--- config.mk ---
export PLATFORM = sky130hd
export DESIGN_NAME = v2alu_front
export DESIGN_NICKNAME = d
export VERILOG_FILES = /design/src/hdl/vector2d_alu_assert.svh /design/src/hdl/v2alu_pkg.sv /design/src/hdl/v2alu_front.sv
export SDC_FILE = /design/constraint.sdc
export NUM_CORES = 1
export LEC_CHECK = 0
export CORE_AREA = 5 5 124 126
export DETAILED_ROUTE_END_ITERATION = 10
export DIE_AREA = 0 0 129 131
export DONT_BUFFER_PORTS = 1
export GPL_ROUTABILITY_DRIVEN = 0
export HOLD_SLACK_MARGIN = 0.02
export SLEW_MARGIN = 20
export SYNTH_ARGS = -nofsm -noshare
export SYNTH_HDL_FRONTEND = slang
export SYNTH_SLANG_ARGS = --single-unit
--- constraint.sdc ---
create_clock -name clock -period 7.3 [get_ports clock]
set_input_delay 1.46 -clock clock [delete_from_list [all_inputs] [get_ports clock]]
set_output_delay 1.46 -clock clock [all_outputs]
set_load 0.1 [all_outputs]
--- src/hdl/vector2d_alu_assert.svh ---
// Assertion shorthands for the vector ALU, clocked on clock, off during reset.
`ifndef VECTOR2D_ALU_ASSERT_SVH
`define VECTOR2D_ALU_ASSERT_SVH

// Same-cycle implication.
`define V2A_HOLDS(lbl, pre, post) \
   lbl: assert property (@(posedge clock) disable iff (reset) (pre) |-> (post)) \
      else $error("vector2d_alu check failed");

// Next-cycle implication.
`define V2A_NEXT(lbl, pre, post) \
   lbl: assert property (@(posedge clock) disable iff (reset) (pre) |=> (post)) \
      else $error("vector2d_alu check failed");

`endif

--- src/hdl/v2alu_pkg.sv ---
package v2alu_pkg;

   localparam int WORD_BITS   = 32;
   localparam int FRAC_BITS   = 16;
   localparam int FIELD_BITS  = 32;
   localparam int FUNC_BITS   = 3;
   localparam int QUEUE_DEPTH = 4;

   typedef enum logic [FUNC_BITS-1:0] {
      OP_ADD    = 3'd0,
      OP_SUB    = 3'd1,
      OP_SCALE  = 3'd2,
      OP_LENGTH = 3'd3,
      OP_NORM   = 3'd4,
      OP_NONE   = 3'd7
   } op_type;

   typedef struct packed {
      op_type                op;
      logic [WORD_BITS-1:0]  ax;
      logic [WORD_BITS-1:0]  ay;
      logic [WORD_BITS-1:0]  bx;
      logic [WORD_BITS-1:0]  by;
      logic [WORD_BITS-1:0]  k;
   } item_type;

   typedef struct packed {
      logic full;
      logic empty;
   } q_stat_type;

endpackage

--- src/hdl/v2alu_front.sv ---
module v2alu_front import v2alu_pkg::*; (
   input  logic                      clock,
   input  logic                      reset,
   input  logic                      req_tvalid,
   output logic                      req_tready,
   input  logic [5*FIELD_BITS-1:0]   req_tdata,
   input  logic [FUNC_BITS-1:0]      req_tuser,
   input  logic                      q_full,
   output logic                      push,
   output item_type                  item
);

   logic     vld_ff, vld_in;
   item_type item_ff, item_in;
   op_type   dec_op;
   logic     accept;

   always_comb begin
      unique case (req_tuser)
         OP_ADD:    dec_op = OP_ADD;
         OP_SUB:    dec_op = OP_SUB;
         OP_SCALE:  dec_op = OP_SCALE;
         OP_LENGTH: dec_op = OP_LENGTH;
         OP_NORM:   dec_op = OP_NORM;
         default:   dec_op = OP_NONE;
      endcase
   end

   // keep the low word bits of each field
   always_comb begin
      item_in.op = dec_op;
      item_in.ax = WORD_BITS'(req_tdata[0*FIELD_BITS +: FIELD_BITS]);
      item_in.ay = WORD_BITS'(req_tdata[1*FIELD_BITS +: FIELD_BITS]);
      item_in.bx = WORD_BITS'(req_tdata[2*FIELD_BITS +: FIELD_BITS]);
      item_in.by = WORD_BITS'(req_tdata[3*FIELD_BITS +: FIELD_BITS]);
      item_in.k  = WORD_BITS'(req_tdata[4*FIELD_BITS +: FIELD_BITS]);
   end

   assign req_tready = !vld_ff || !q_full;
   assign accept     = req_tvalid && req_tready;
   assign push       = vld_ff && !q_full;
   assign item       = item_ff;

   always_comb begin
      vld_in = vld_ff;
      if (accept) begin
         vld_in = 1'b1;
      end else if (push) begin
         vld_in = 1'b0;
      end
   end

   always_ff @(posedge clock) begin
      if (reset) begin
         vld_ff <= 1'b0;
      end else begin
         vld_ff <= vld_in;
      end
   end

   always_ff @(posedge clock) begin
      if (accept) begin
         item_ff <= item_in;
      end
   end

endmodule

Word-level counts from Yosys, hierarchy flattened
Cells that the tools add are included.
W data, S select, Z words.
- flip-flop bits (word level): 164
- bits of input ports: 167
- output and inout bits: 165
- word-level logic and storage cells: 21
- eq/ne operators: 4
- mux-type cells: 3
- reduce and logical (&&, ||, !) cells: 7
- operator list (operator ; count):
    $pmux W3 S5 ; 1
    $eq A3 B2 Y1 const B ; 2
    $eq A3 B1 Y1 const B ; 1
    $eq A3 B3 Y1 const B ; 1
    $logic_not A3 Y1 ; 1
    $logic_and A1 B1 Y1 ; 2
    $logic_not A1 Y1 ; 2
    $mux W1 ; 2
    $reduce_bool A2 Y1 ; 1
    $logic_or A1 B1 Y1 ; 1

Depth between registers and ports, before layout
- depth after elaboration: 4
- mapped depth: 2
- mapped depth without buffers: 2

Worst setup path after synthesis
Ideal clock, no wire load.
- path type: input-to-reg
- start point: in q_full
- end point: reg item_ff (netlist bit item[0]), enable pin
- setup time: 0.541 ns
- data arrival time: 5.958 ns
- data required time: 6.759 ns
- slack: 0.801 ns
- stages on the path: 2
- buffers on the path: 0
- cells stage by stage: nand2_1 and2_1
- word-level cells in the longest chain between the ends: 3
- RTL lines (what ; RTL line ; text):
    from (decl) ; v2alu_front.sv:8 ; input logic q_full,
    $logic_not A1 Y1 ; v2alu_front.sv:39 ; assign req_tready = !vld_ff || !q_full;
    $logic_or A1 B1 Y1 ; v2alu_front.sv:39 ;
    $logic_and A1 B1 Y1 ; v2alu_front.sv:40 ; assign accept = req_tvalid && req_tready;
    named net accept ; v2alu_front.sv:16 ; logic accept;
    to (signal assigned) ; v2alu_front.sv:63 ; item_ff <= item_in;
    to (decl) ; v2alu_front.sv:14 ; item_type item_ff, item_in;
The timed path passes the listed nets, and every way through them passes these cells.
A chain may end at the register's enable or synchronous reset.

Worst setup path after layout
- start point: in q_full
- end point: out req_tready
- word-level cells in the longest chain between the ends: 2
- RTL lines (what ; RTL line ; text):
    $logic_not A1 Y1 ; v2alu_front.sv:39 ;
    $logic_or A1 B1 Y1 ; v2alu_front.sv:39 ;
    to (decl) ; v2alu_front.sv:5 ; output logic req_tready,
No other way between the ends.

==> results_dict.tcl <==
set metrics [dict create \
    outcome "finished clean" \
    ctsHoldBuffers 0 \
    drc 0 \
    hold_viol 0 \
    syn-num-nets 339 \
    worst_setup_path_start_kind "input port" \
    grt_usage_pct 12.43 \
    switchingPower_mw 0.7737 \
    syn-mean-instance-area_um2 28.84 \
    final_max_slew_viol_count 0 \
    maxCapViolCount 0 \
    cts_buffers 17 \
    critPathCaptureType "output port" \
    hp-class "reg2reg" \
    post_cts_resized 0 \
    crit_family "simple AND/OR/NAND/NOR gates" \
    power_frac_seq_pct 61.5 \
    clk_latency_ps 410 \
    fin_nets 359 \
    drive_gt1_share_pct 15.61 \
    totalWireLength_um 11110 \
    crit_chain "nand2_1" \
    boundaryPins 332 \
    syn2layout_area_growth_pct 17.28 \
    post_drt_wl_per_cell_um 28.56 \
    grt_first_pass_wirelength_um 14210 \
    p_leak_nw 1.918 \
    finalSetupViolCount 0 \
    clk_pin_slew_worst_paths_ps 60 \
    setup_tns_ps 0 \
    vias_per_cell 4.838 \
    synth_edf_count 163 \
    worst-path-buf-inv 0 \
    switching_share_pct 31.48 \
    grt_max_degree 87 \
    fin_crit_sh_pct 49.10 \
    num_vias 1882 \
    synth_most_common_cell "edfxtp_1" \
    combPwrFrac_pct 1.1 \
    min_period_ps 3584 \
    critical_path.slowest_cell "nand2_1" \
    ys_top_cells_by_area "edfxtp_1 99%, dfxtp_1 0.40%, a21o_1 0.30%" \
    arrival_ps 2120 \
    rsz0062_at_grt "no" \
    cts_tree "done" \
    first_global_vias 2011 \
    synth_ff_type "edfxtp_1" \
    synth_cells 172 \
    firstDrtPassIters 4 \
    num-fill-cells 1224 \
    cts.path.max_buffers 2 \
    post_cts_buffers 0 \
    n_antenna_cell 0 \
    tightestPinTransition_ps 1053 \
    fin_area_um2 5818 \
    io_buffers 0 \
    antenna_found_initial 5 \
    cts_max_level 4 \
    fin_skew_ps 7.010 \
    row_count 44 \
    max_slew_margin_pct 29.81 \
    synthDominantCellAreaShare_pct 98.66 \
    overflow 0 \
    synth_async_sr_flop_share_pct 0 \
    fp.dieW_um 129 \
    critPathKind "in2out" \
    postLayoutCoreUtil_pct 40.96 \
    core_area_um2 14200 \
    worst_slack_ps 3716 \
    pwr-share-clk_pct 37.4 \
    synth.top_cells.by_count "163 x edfxtp_1, 2 x a21o_1" \
    die_h_um 131 \
    irDropWorstVdd_uv 169.5 \
    pre_cts_ws_ps 3657 \
    max_stage_delay_ps 660 \
    final_antenna_net_count 0 \
    dpl-instance-area_um2 5205 \
    drt-initial-drc-count 104 \
    ys_types 9 \
    critPathRequiredTime_ps 5840 \
    start_util_pct 34.93 \
    fmax_ghz 0.2790 \
    cts_sinks 164 \
    cp_max_fo 3 \
    clock-root-buffer "clkbuf_16" \
    yosysTopAreaCell "edfxtp_1" \
    internal_power_mw 1.684 \
    yosysWarnings 0 \
    yosysSeqAreaShare_pct 99.07 \
    power.density_nw_per_um2 422.4 \
    synthesis.area_um2 4961 \
    yosys_register_bits 164 \
    fp.dieArea_um2 16900 \
]
[per-layer routing]
layer	GRT usage [%]	share of wire [%]	up-vias
met4	5.559	1.5	8
met1	11.35	31	925
met3	10.45	15	21
li1	-	-	739
met2	19.82	52	189
met5	0	0.53	-
[registers in the layout (all words and copies together) (netlist names)]
register  flops
item        163
vld_ff        1
[through the flow]
stage                     hold slack (ps)  power [mW]  cells
final                               517.5       2.458    389
after global routing                576.1       2.539    389
after CTS                           525.4       2.491    389
after detailed placement            511.9       1.561    357
after global placement              492.4       1.560    357
after floorplan                     466.6       1.547    172
[placed cells by master (no fill, tap or decap)]
cell type,instances
clkinv_1,2
clkinv_2,2
a21oi_1,1
edfxtp_1,163
dfxtp_1,1
clkinv_4,1
bufinv_16,4
and2b_2,1
a21o_1,2
buf_4,2
clkinvlp_4,1
nand2_1,1
clkbuf_16,17
inv_6,3
and2_4,1
clkbuf_1,2
nor2_1,1
[path summary, 6_finish.rpt]
| path | from | to | slack (ps) | depth (start not counted) |
|---|---|---|---|---|
| min reg2reg | vld_ff$_SDFFE_PP0P_ | vld_ff$_SDFFE_PP0P_ | 520 | 2 |
| min | vld_ff$_SDFFE_PP0P_ | vld_ff$_SDFFE_PP0P_ | 520 | 2 |
| max | q_full | req_tready | 3720 | 1 |
| max reg2reg | vld_ff$_SDFFE_PP0P_ | item[70]$_DFFE_PP_ | 4800 | 3 |
[area by class of cell]
class                      count  area [µm²]  share of cell area, %
sequential                   164        4915                  84.47
timing repair buffer           2       15.01                 0.2581
clock inverter                13       180.2                  3.097
clock buffer                  19       432.9                  7.441
tap                          184       230.2                  3.957
multi-input combinational      7       45.04                 0.7742
[power groups by stage]
stage	registers [mW]	clock network (mW)	logic, mW
floorplan	1.53	0	0.0214
global placement	1.53	0	0.0277
detailed placement	1.53	0	0.0288
CTS	1.51	0.947	0.0288
global route	1.52	0.991	0.0306
finish	1.51	0.918	0.0280
[kinds of logic after synthesis]
logic type	Yosys count	synth area share, %
buffers and inverters	1	0.07559
AO/OA/AOI/OAI	3	0.4033
AND/OR/NAND/NOR	4	0.4539
flip-flops	164	99.07
Power figures use the tool's default switching activity.
