==> src/hdl/vector2d_alu_assert.svh <==
// Assertion shorthands for the vector ALU, clocked on clock, off during reset.
`ifndef VECTOR2D_ALU_ASSERT_SVH
`define VECTOR2D_ALU_ASSERT_SVH

// Same-cycle implication.
`define V2A_HOLDS(lbl, pre, post) \
   lbl: assert property (@(posedge clock) disable iff (reset) (pre) |-> (post)) \
      else $error("vector2d_alu check failed");

// Next-cycle implication.
`define V2A_NEXT(lbl, pre, post) \
   lbl: assert property (@(posedge clock) disable iff (reset) (pre) |=> (post)) \
      else $error("vector2d_alu check failed");

`endif

==> src/hdl/v2alu_pkg.sv <==
package v2alu_pkg;

   localparam int WORD_BITS   = 32;
   localparam int FRAC_BITS   = 16;
   localparam int FIELD_BITS  = 32;
   localparam int FUNC_BITS   = 3;
   localparam int QUEUE_DEPTH = 4;

   typedef enum logic [FUNC_BITS-1:0] {
      OP_ADD    = 3'd0,
      OP_SUB    = 3'd1,
      OP_SCALE  = 3'd2,
      OP_LENGTH = 3'd3,
      OP_NORM   = 3'd4,
      OP_NONE   = 3'd7
   } op_type;

   typedef struct packed {
      op_type                op;
      logic [WORD_BITS-1:0]  ax;
      logic [WORD_BITS-1:0]  ay;
      logic [WORD_BITS-1:0]  bx;
      logic [WORD_BITS-1:0]  by;
      logic [WORD_BITS-1:0]  k;
   } item_type;

   typedef struct packed {
      logic full;
      logic empty;
   } q_stat_type;

endpackage

==> src/hdl/v2alu_queue.sv <==
module v2alu_queue import v2alu_pkg::*; (
   input  logic       clock,
   input  logic       reset,
   input  logic       push,
   input  item_type   din,
   input  logic       pop,
   output item_type   dout,
   output q_stat_type q_stat
);

   localparam int PTR_BITS = $clog2(QUEUE_DEPTH);
   localparam int CNT_BITS = $clog2(QUEUE_DEPTH + 1);

   item_type            mem_ff [QUEUE_DEPTH];
   logic [PTR_BITS-1:0] wr_ptr_ff, wr_ptr_in;
   logic [PTR_BITS-1:0] rd_ptr_ff, rd_ptr_in;
   logic [CNT_BITS-1:0] cnt_ff, cnt_in;

   assign dout         = mem_ff[rd_ptr_ff];
   assign q_stat.full  = (cnt_ff == CNT_BITS'(QUEUE_DEPTH));
   assign q_stat.empty = (cnt_ff == '0);

   always_comb begin
      wr_ptr_in = wr_ptr_ff;
      rd_ptr_in = rd_ptr_ff;
      cnt_in    = cnt_ff;
      if (push) begin
         wr_ptr_in = (wr_ptr_ff == PTR_BITS'(QUEUE_DEPTH - 1)) ? '0 : wr_ptr_ff + 1'b1;
      end
      if (pop) begin
         rd_ptr_in = (rd_ptr_ff == PTR_BITS'(QUEUE_DEPTH - 1)) ? '0 : rd_ptr_ff + 1'b1;
      end
      if (push && !pop) begin
         cnt_in = cnt_ff + 1'b1;
      end else if (pop && !push) begin
         cnt_in = cnt_ff - 1'b1;
      end
   end

   always_ff @(posedge clock) begin
      if (reset) begin
         wr_ptr_ff <= '0;
         rd_ptr_ff <= '0;
         cnt_ff    <= '0;
      end else begin
         wr_ptr_ff <= wr_ptr_in;
         rd_ptr_ff <= rd_ptr_in;
         cnt_ff    <= cnt_in;
      end
   end

   always_ff @(posedge clock) begin
      if (push) begin
         mem_ff[wr_ptr_ff] <= din;
      end
   end

endmodule

==> config.mk <==
export PLATFORM = sky130hd
export DESIGN_NAME = v2alu_queue
export DESIGN_NICKNAME = d
export VERILOG_FILES = /design/src/hdl/vector2d_alu_assert.svh /design/src/hdl/v2alu_pkg.sv /design/src/hdl/v2alu_queue.sv
export SDC_FILE = /design/constraint.sdc
export NUM_CORES = 1
export LEC_CHECK = 0
export ABC_AREA = 1
export BUFFER_PORTS_ARGS = -buffer_cell sky130_fd_sc_hd__buf_2
export CELL_PAD_IN_SITES_DETAIL_PLACEMENT = 1
export CELL_PAD_IN_SITES_GLOBAL_PLACEMENT = 1
export CORE_MARGIN = 4
export CORE_UTILIZATION = 45
export CTS_BUF_LIST = sky130_fd_sc_hd__clkbuf_2
export DETAILED_ROUTE_END_ITERATION = 10
export PLACE_DENSITY_LB_ADDON = 0.1
export SLEW_MARGIN = 5
export SYNTH_ARGS = -nofsm -noshare
export SYNTH_HDL_FRONTEND = slang
export SYNTH_SLANG_ARGS = --single-unit
==> constraint.sdc <==
create_clock -name clock -period 5.3 [get_ports clock]
set_clock_uncertainty 0.15 [all_clocks]
set_input_delay 0.795 -clock clock [delete_from_list [all_inputs] [get_ports clock]]
set_output_delay 0.795 -clock clock [all_outputs]
set_load 0.02 [all_outputs]
# Word-level counts from Yosys, hierarchy flattened
# Memories as Yosys holds them, arrays and structs flattened. A register that Yosys moved wholly into a read port is not among the register bits.
# Index checks and enable logic that the tools add are counted.
# word_totals
out_inout_bits	165
ramBits	652
mem_count	1
in_bits	167
wordCells	25
register_bits	7
# classes
n_addsub	4
reduce_logical	6
muxes	8
eq_ne	3
# mem_list
name	words	width	rd	rd_clocked_by_memory_dff	write_ports	line	rtl
mem_ff	4	163	1	1	1	v2alu_queue.sv:14	item_type mem_ff [QUEUE_DEPTH];
# op_table
op	n
2-bit 2-to-1 mux	4
3-bit 2-to-1 mux	2
2-bit by 1-bit adder with 2-bit output (second input constant)	2
2-bit equality test (second input constant)	2
3-bit by 1-bit adder with 3-bit output (second input constant)	1
3-bit equality test (second input constant)	1
3-bit logical NOT	1
3-bit by 1-bit subtractor with 3-bit output (second input constant)	1
1-bit logical AND	2
1-bit logical NOT	2
1-bit 2-to-1 mux	2
2-bit nonzero test	1

# Longest topological paths before layout
# depth
word_depth	4
depth_mapped	10
mapped_depth_nobuf	10

# Worst setup path after synthesis
# OpenSTA, ideal clock, no wires.
# synth_timing
kind	in2reg
start	input push
end	memory mem_ff[3][0] (netlist name), enable pin
required_time_ns	4.635
setup_slack_ns	0.668
arrival_time_ns	3.966
setup_time_ns	0.515
n_path_buf	0
stages	2
cell_sequence	nand2_1 > inv_1
# synth_between
elab_chain_cells	2
# synth_rtl
item	line	rtl
from (decl)	v2alu_queue.sv:4	input logic push,
1-bit 2-to-1 mux	v2alu_queue.sv:53	if (push) begin
1-bit 2-to-1 mux (not written as such)	v2alu_queue.sv:54	mem_ff[wr_ptr_ff] <= din;
to (decl)	v2alu_queue.sv:14	
# No other way between the ends.

==> run metrics <==
area leader, netlist=edfxtp_1; die boundary width=241 µm; Post-layout nets=2541; share of the synthesized area in the top cell type=0.801; Internal Power=~7.8 mW; most frequent cells after synthesis=edfxtp_1, nor2_1, o21ai_0, o22ai_1, clkbuf_1; number of nets produced by synthesis=approximately 1800; Cell Area, Synth=24400 µm²; sort of element at the start of the critical path=flip-flop; required time of the critical path=4.36 ns; sinks on the clock net=~660; Main synth FF type=edfxtp_1; post-route fraction of the period consumed by the critical path=0.926; unrepaired setup endpoints after global routing=false; initial antenna violation count=7; P&R area growth vs syn=28.3%; buffer levels on the longest clock path=3; CP Data Arrival Time=between 3 and 4 ns; number of warnings issued by yosys=0; gpl congestion=0.735; final slew viol count=0; kind of critical path=reg -> out; Post-Route Setup TNS=0 ns; initial cell density of the core=0.454; count of flip-flops with a built-in enable after synthesis=around 650; number of max-cap violations=0; Clk pwr share=0.309; WL final=slightly below 70 mm; pin count of the biggest net entering global routing=199; fraction of layout instances using a drive strength above 1=0.250; via count normalized by instance count=roughly 5.3; first-pass GRT wire length=around 100 mm; register bit total from synthesis=about 660; final setup margin=between 0.3 and 0.4 ns; maximum fanout along the worst path=around 200; cell count after synthesis=between 1500 and 2000; number of buffers added for setup after CTS=0; chip height=about 240 µm; run status=completed; sequential share of power=0.556; number of top-level pins=about 330; final setup violation count=0; iteration-0 DRC count of the detailed router=between 900 and 1000; total leakage power=between 10 and 15 nW; total of cells resized after clock tree synthesis=0; combinational group share of total power=0.135; Unique masters post-synth=20; area enclosed by the die boundary=approximately 58000 µm²; pwr dens=approximately 350 nW/µm²; Skew-Pair Late Insertion Delay=approximately 1.2 ns; share of flip-flops with an asynchronous set or reset=0; Switch Pwr=just over 3 mW; final hold viol count=0; DRT antenna net count=0; CORE AREA=between 50000 and 60000 µm²; # fillers=5454; site row count=85; Buffers on Ports=~330; count leader, synth=edfxtp_1; library cell used as clock root buffer=clkbuf_2; switching share of power=0.280; top area cells in the synthesized netlist=edfxtp_1, o21ai_0, nor2_1; Slew headroom=0.159; detail-routed net length per standard cell=around 21 µm; Avg Cell Area, Syn=approximately 15 µm²; FMAX=just over 200 MHz; final period demand of the worst path=~4.9 ns; router iterations before antenna repair=5; GRT Overall Usage=0.234; clock-pin slew of the registers on the worst-case setup and hold paths=0.10 ns; worst min path class=in -> reg; Num CTS Buffers=169; largest vdd supply drop=~180 µV; worst slack after detailed placement=between 1.5 and 2 ns; DRC errors left=0; number of global-route vias before repair=approximately 19000; slew of the pin with the lowest slew margin=1.26 ns; total grt overflow=0; number of vias in the routed layout=~17000; clock tree from TritonCTS=done; capturing element type of the critical path=output pin; HPWL after detailed placement=around 35 mm; sequential element share of the synthesized area=0.808; H-tree depth=4
cell type report:
cell class / instances / area, µm² / area share
diodes: 6 / 15.0 / 0.000479
clock buffers: 250 / 1250 / 0.0399
clock inverters: 33 / 193 / 0.00614
inverters: 16 / 90.1 / 0.00287
multi-input cells: 851 / 4100 / 0.131
flip-flops and latches: 661 / 19800 / 0.630
well taps: 696 / 871 / 0.0278
repair buffers: 668 / 5070 / 0.162
per-stage QoR:
step | utilization | std cells | total power, mW | hold slack (ns) | area [µm²]
2_1_floorplan | - | 1635 | 6.90 | 0.340 | 24400
3_3_place_gp | 0.496 | 2572 | 7.39 | 0.364 | 26700
3_5_place_dp | 0.496 | 2572 | 7.42 | 0.395 | 26700
4_1_cts | 0.582 | 3175 | 11.0 | 0.00275 | 31300
5_1_grt | 0.583 | 3180 | 11.4 | 0.00148 | 31400
6_report | 0.583 | 3181 | 10.9 | 0.208 | 31400
repair_timing:
action / 4_1_cts / 5_1_grt
hold endpoints to repair: 661 / 0
endpoints found under the setup margin: 0 / 0
hold buffers: 320 / 0
power groups by stage:
stage / sequential (mW) / clock, mW / combinational [mW]
floorplan: 6.16 / 0 / 0.738
global placement: 6.15 / 0 / 1.24
detailed placement: 6.16 / 0 / 1.27
CTS: 6.04 / 3.45 / 1.47
global route: 6.06 / 3.80 / 1.59
finish: 6.04 / 3.35 / 1.46
logic make-up after synthesis:
kind of cell / share of synthesized area
AO/OA/AOI/OAI: 0.110
XOR/XNOR: 0.000358
adder cells (fa/ha/maj): 0.00389
buffers and inverters: 0.0238
flip-flops: 0.808
AND/OR/NAND/NOR: 0.0538
critical path: stages, from the launching register on:
cell     delay [ns]
dfxtp_4        0.90
inv_8          0.45
buf_12         0.49
o21ai_0        0.27
o22ai_1        0.12
buf_2          0.19
placed cells by master, fill, tap and decap left out, types with 7 or more instances in the layout:
cell,n
edfxtp_1,652
nor2_1,334
buf_2,331
o21ai_0,329
dlygate4sd3_1,320
clkbuf_2,250
o22ai_1,163
clkinv_1,20
inv_1,10
buf_4,10
nand2_1,8
inv_2,7
dfxtp_1,7
buf_12,7
registers in the layout (all words and copies together) (netlist names), named ones only:
name,count
rd_ptr_ff,2
cnt_ff,3
wr_ptr_ff,2
mem_ff,652
path summary, 6_finish.rpt:
check / startpoint / end / slack [ns] / depth (start not counted)
max: flip-flop / dout[6] / 0.39 / 5
min: din[161] / mem_ff[1][161]$_DFFE_PP_ / 0.21 / 2
max reg2reg: wr_ptr_ff[1]$_SDFFE_PP0P_ / mem_ff[0][129]$_DFFE_PP_ / 2.78 / 5
min reg2reg: rd_ptr_ff[1]$_SDFFE_PP0P_ / flip-flop / 0.41 / 2
routing by layer:
layer	part of all wire	global-route usage
met1	0.39	0.272
met2	0.53	0.414
met3	0.060	0.0759
met4	0.020	0.0739
met5	0.00019	0
Note: power is estimated with default switching activity, not from simulation.
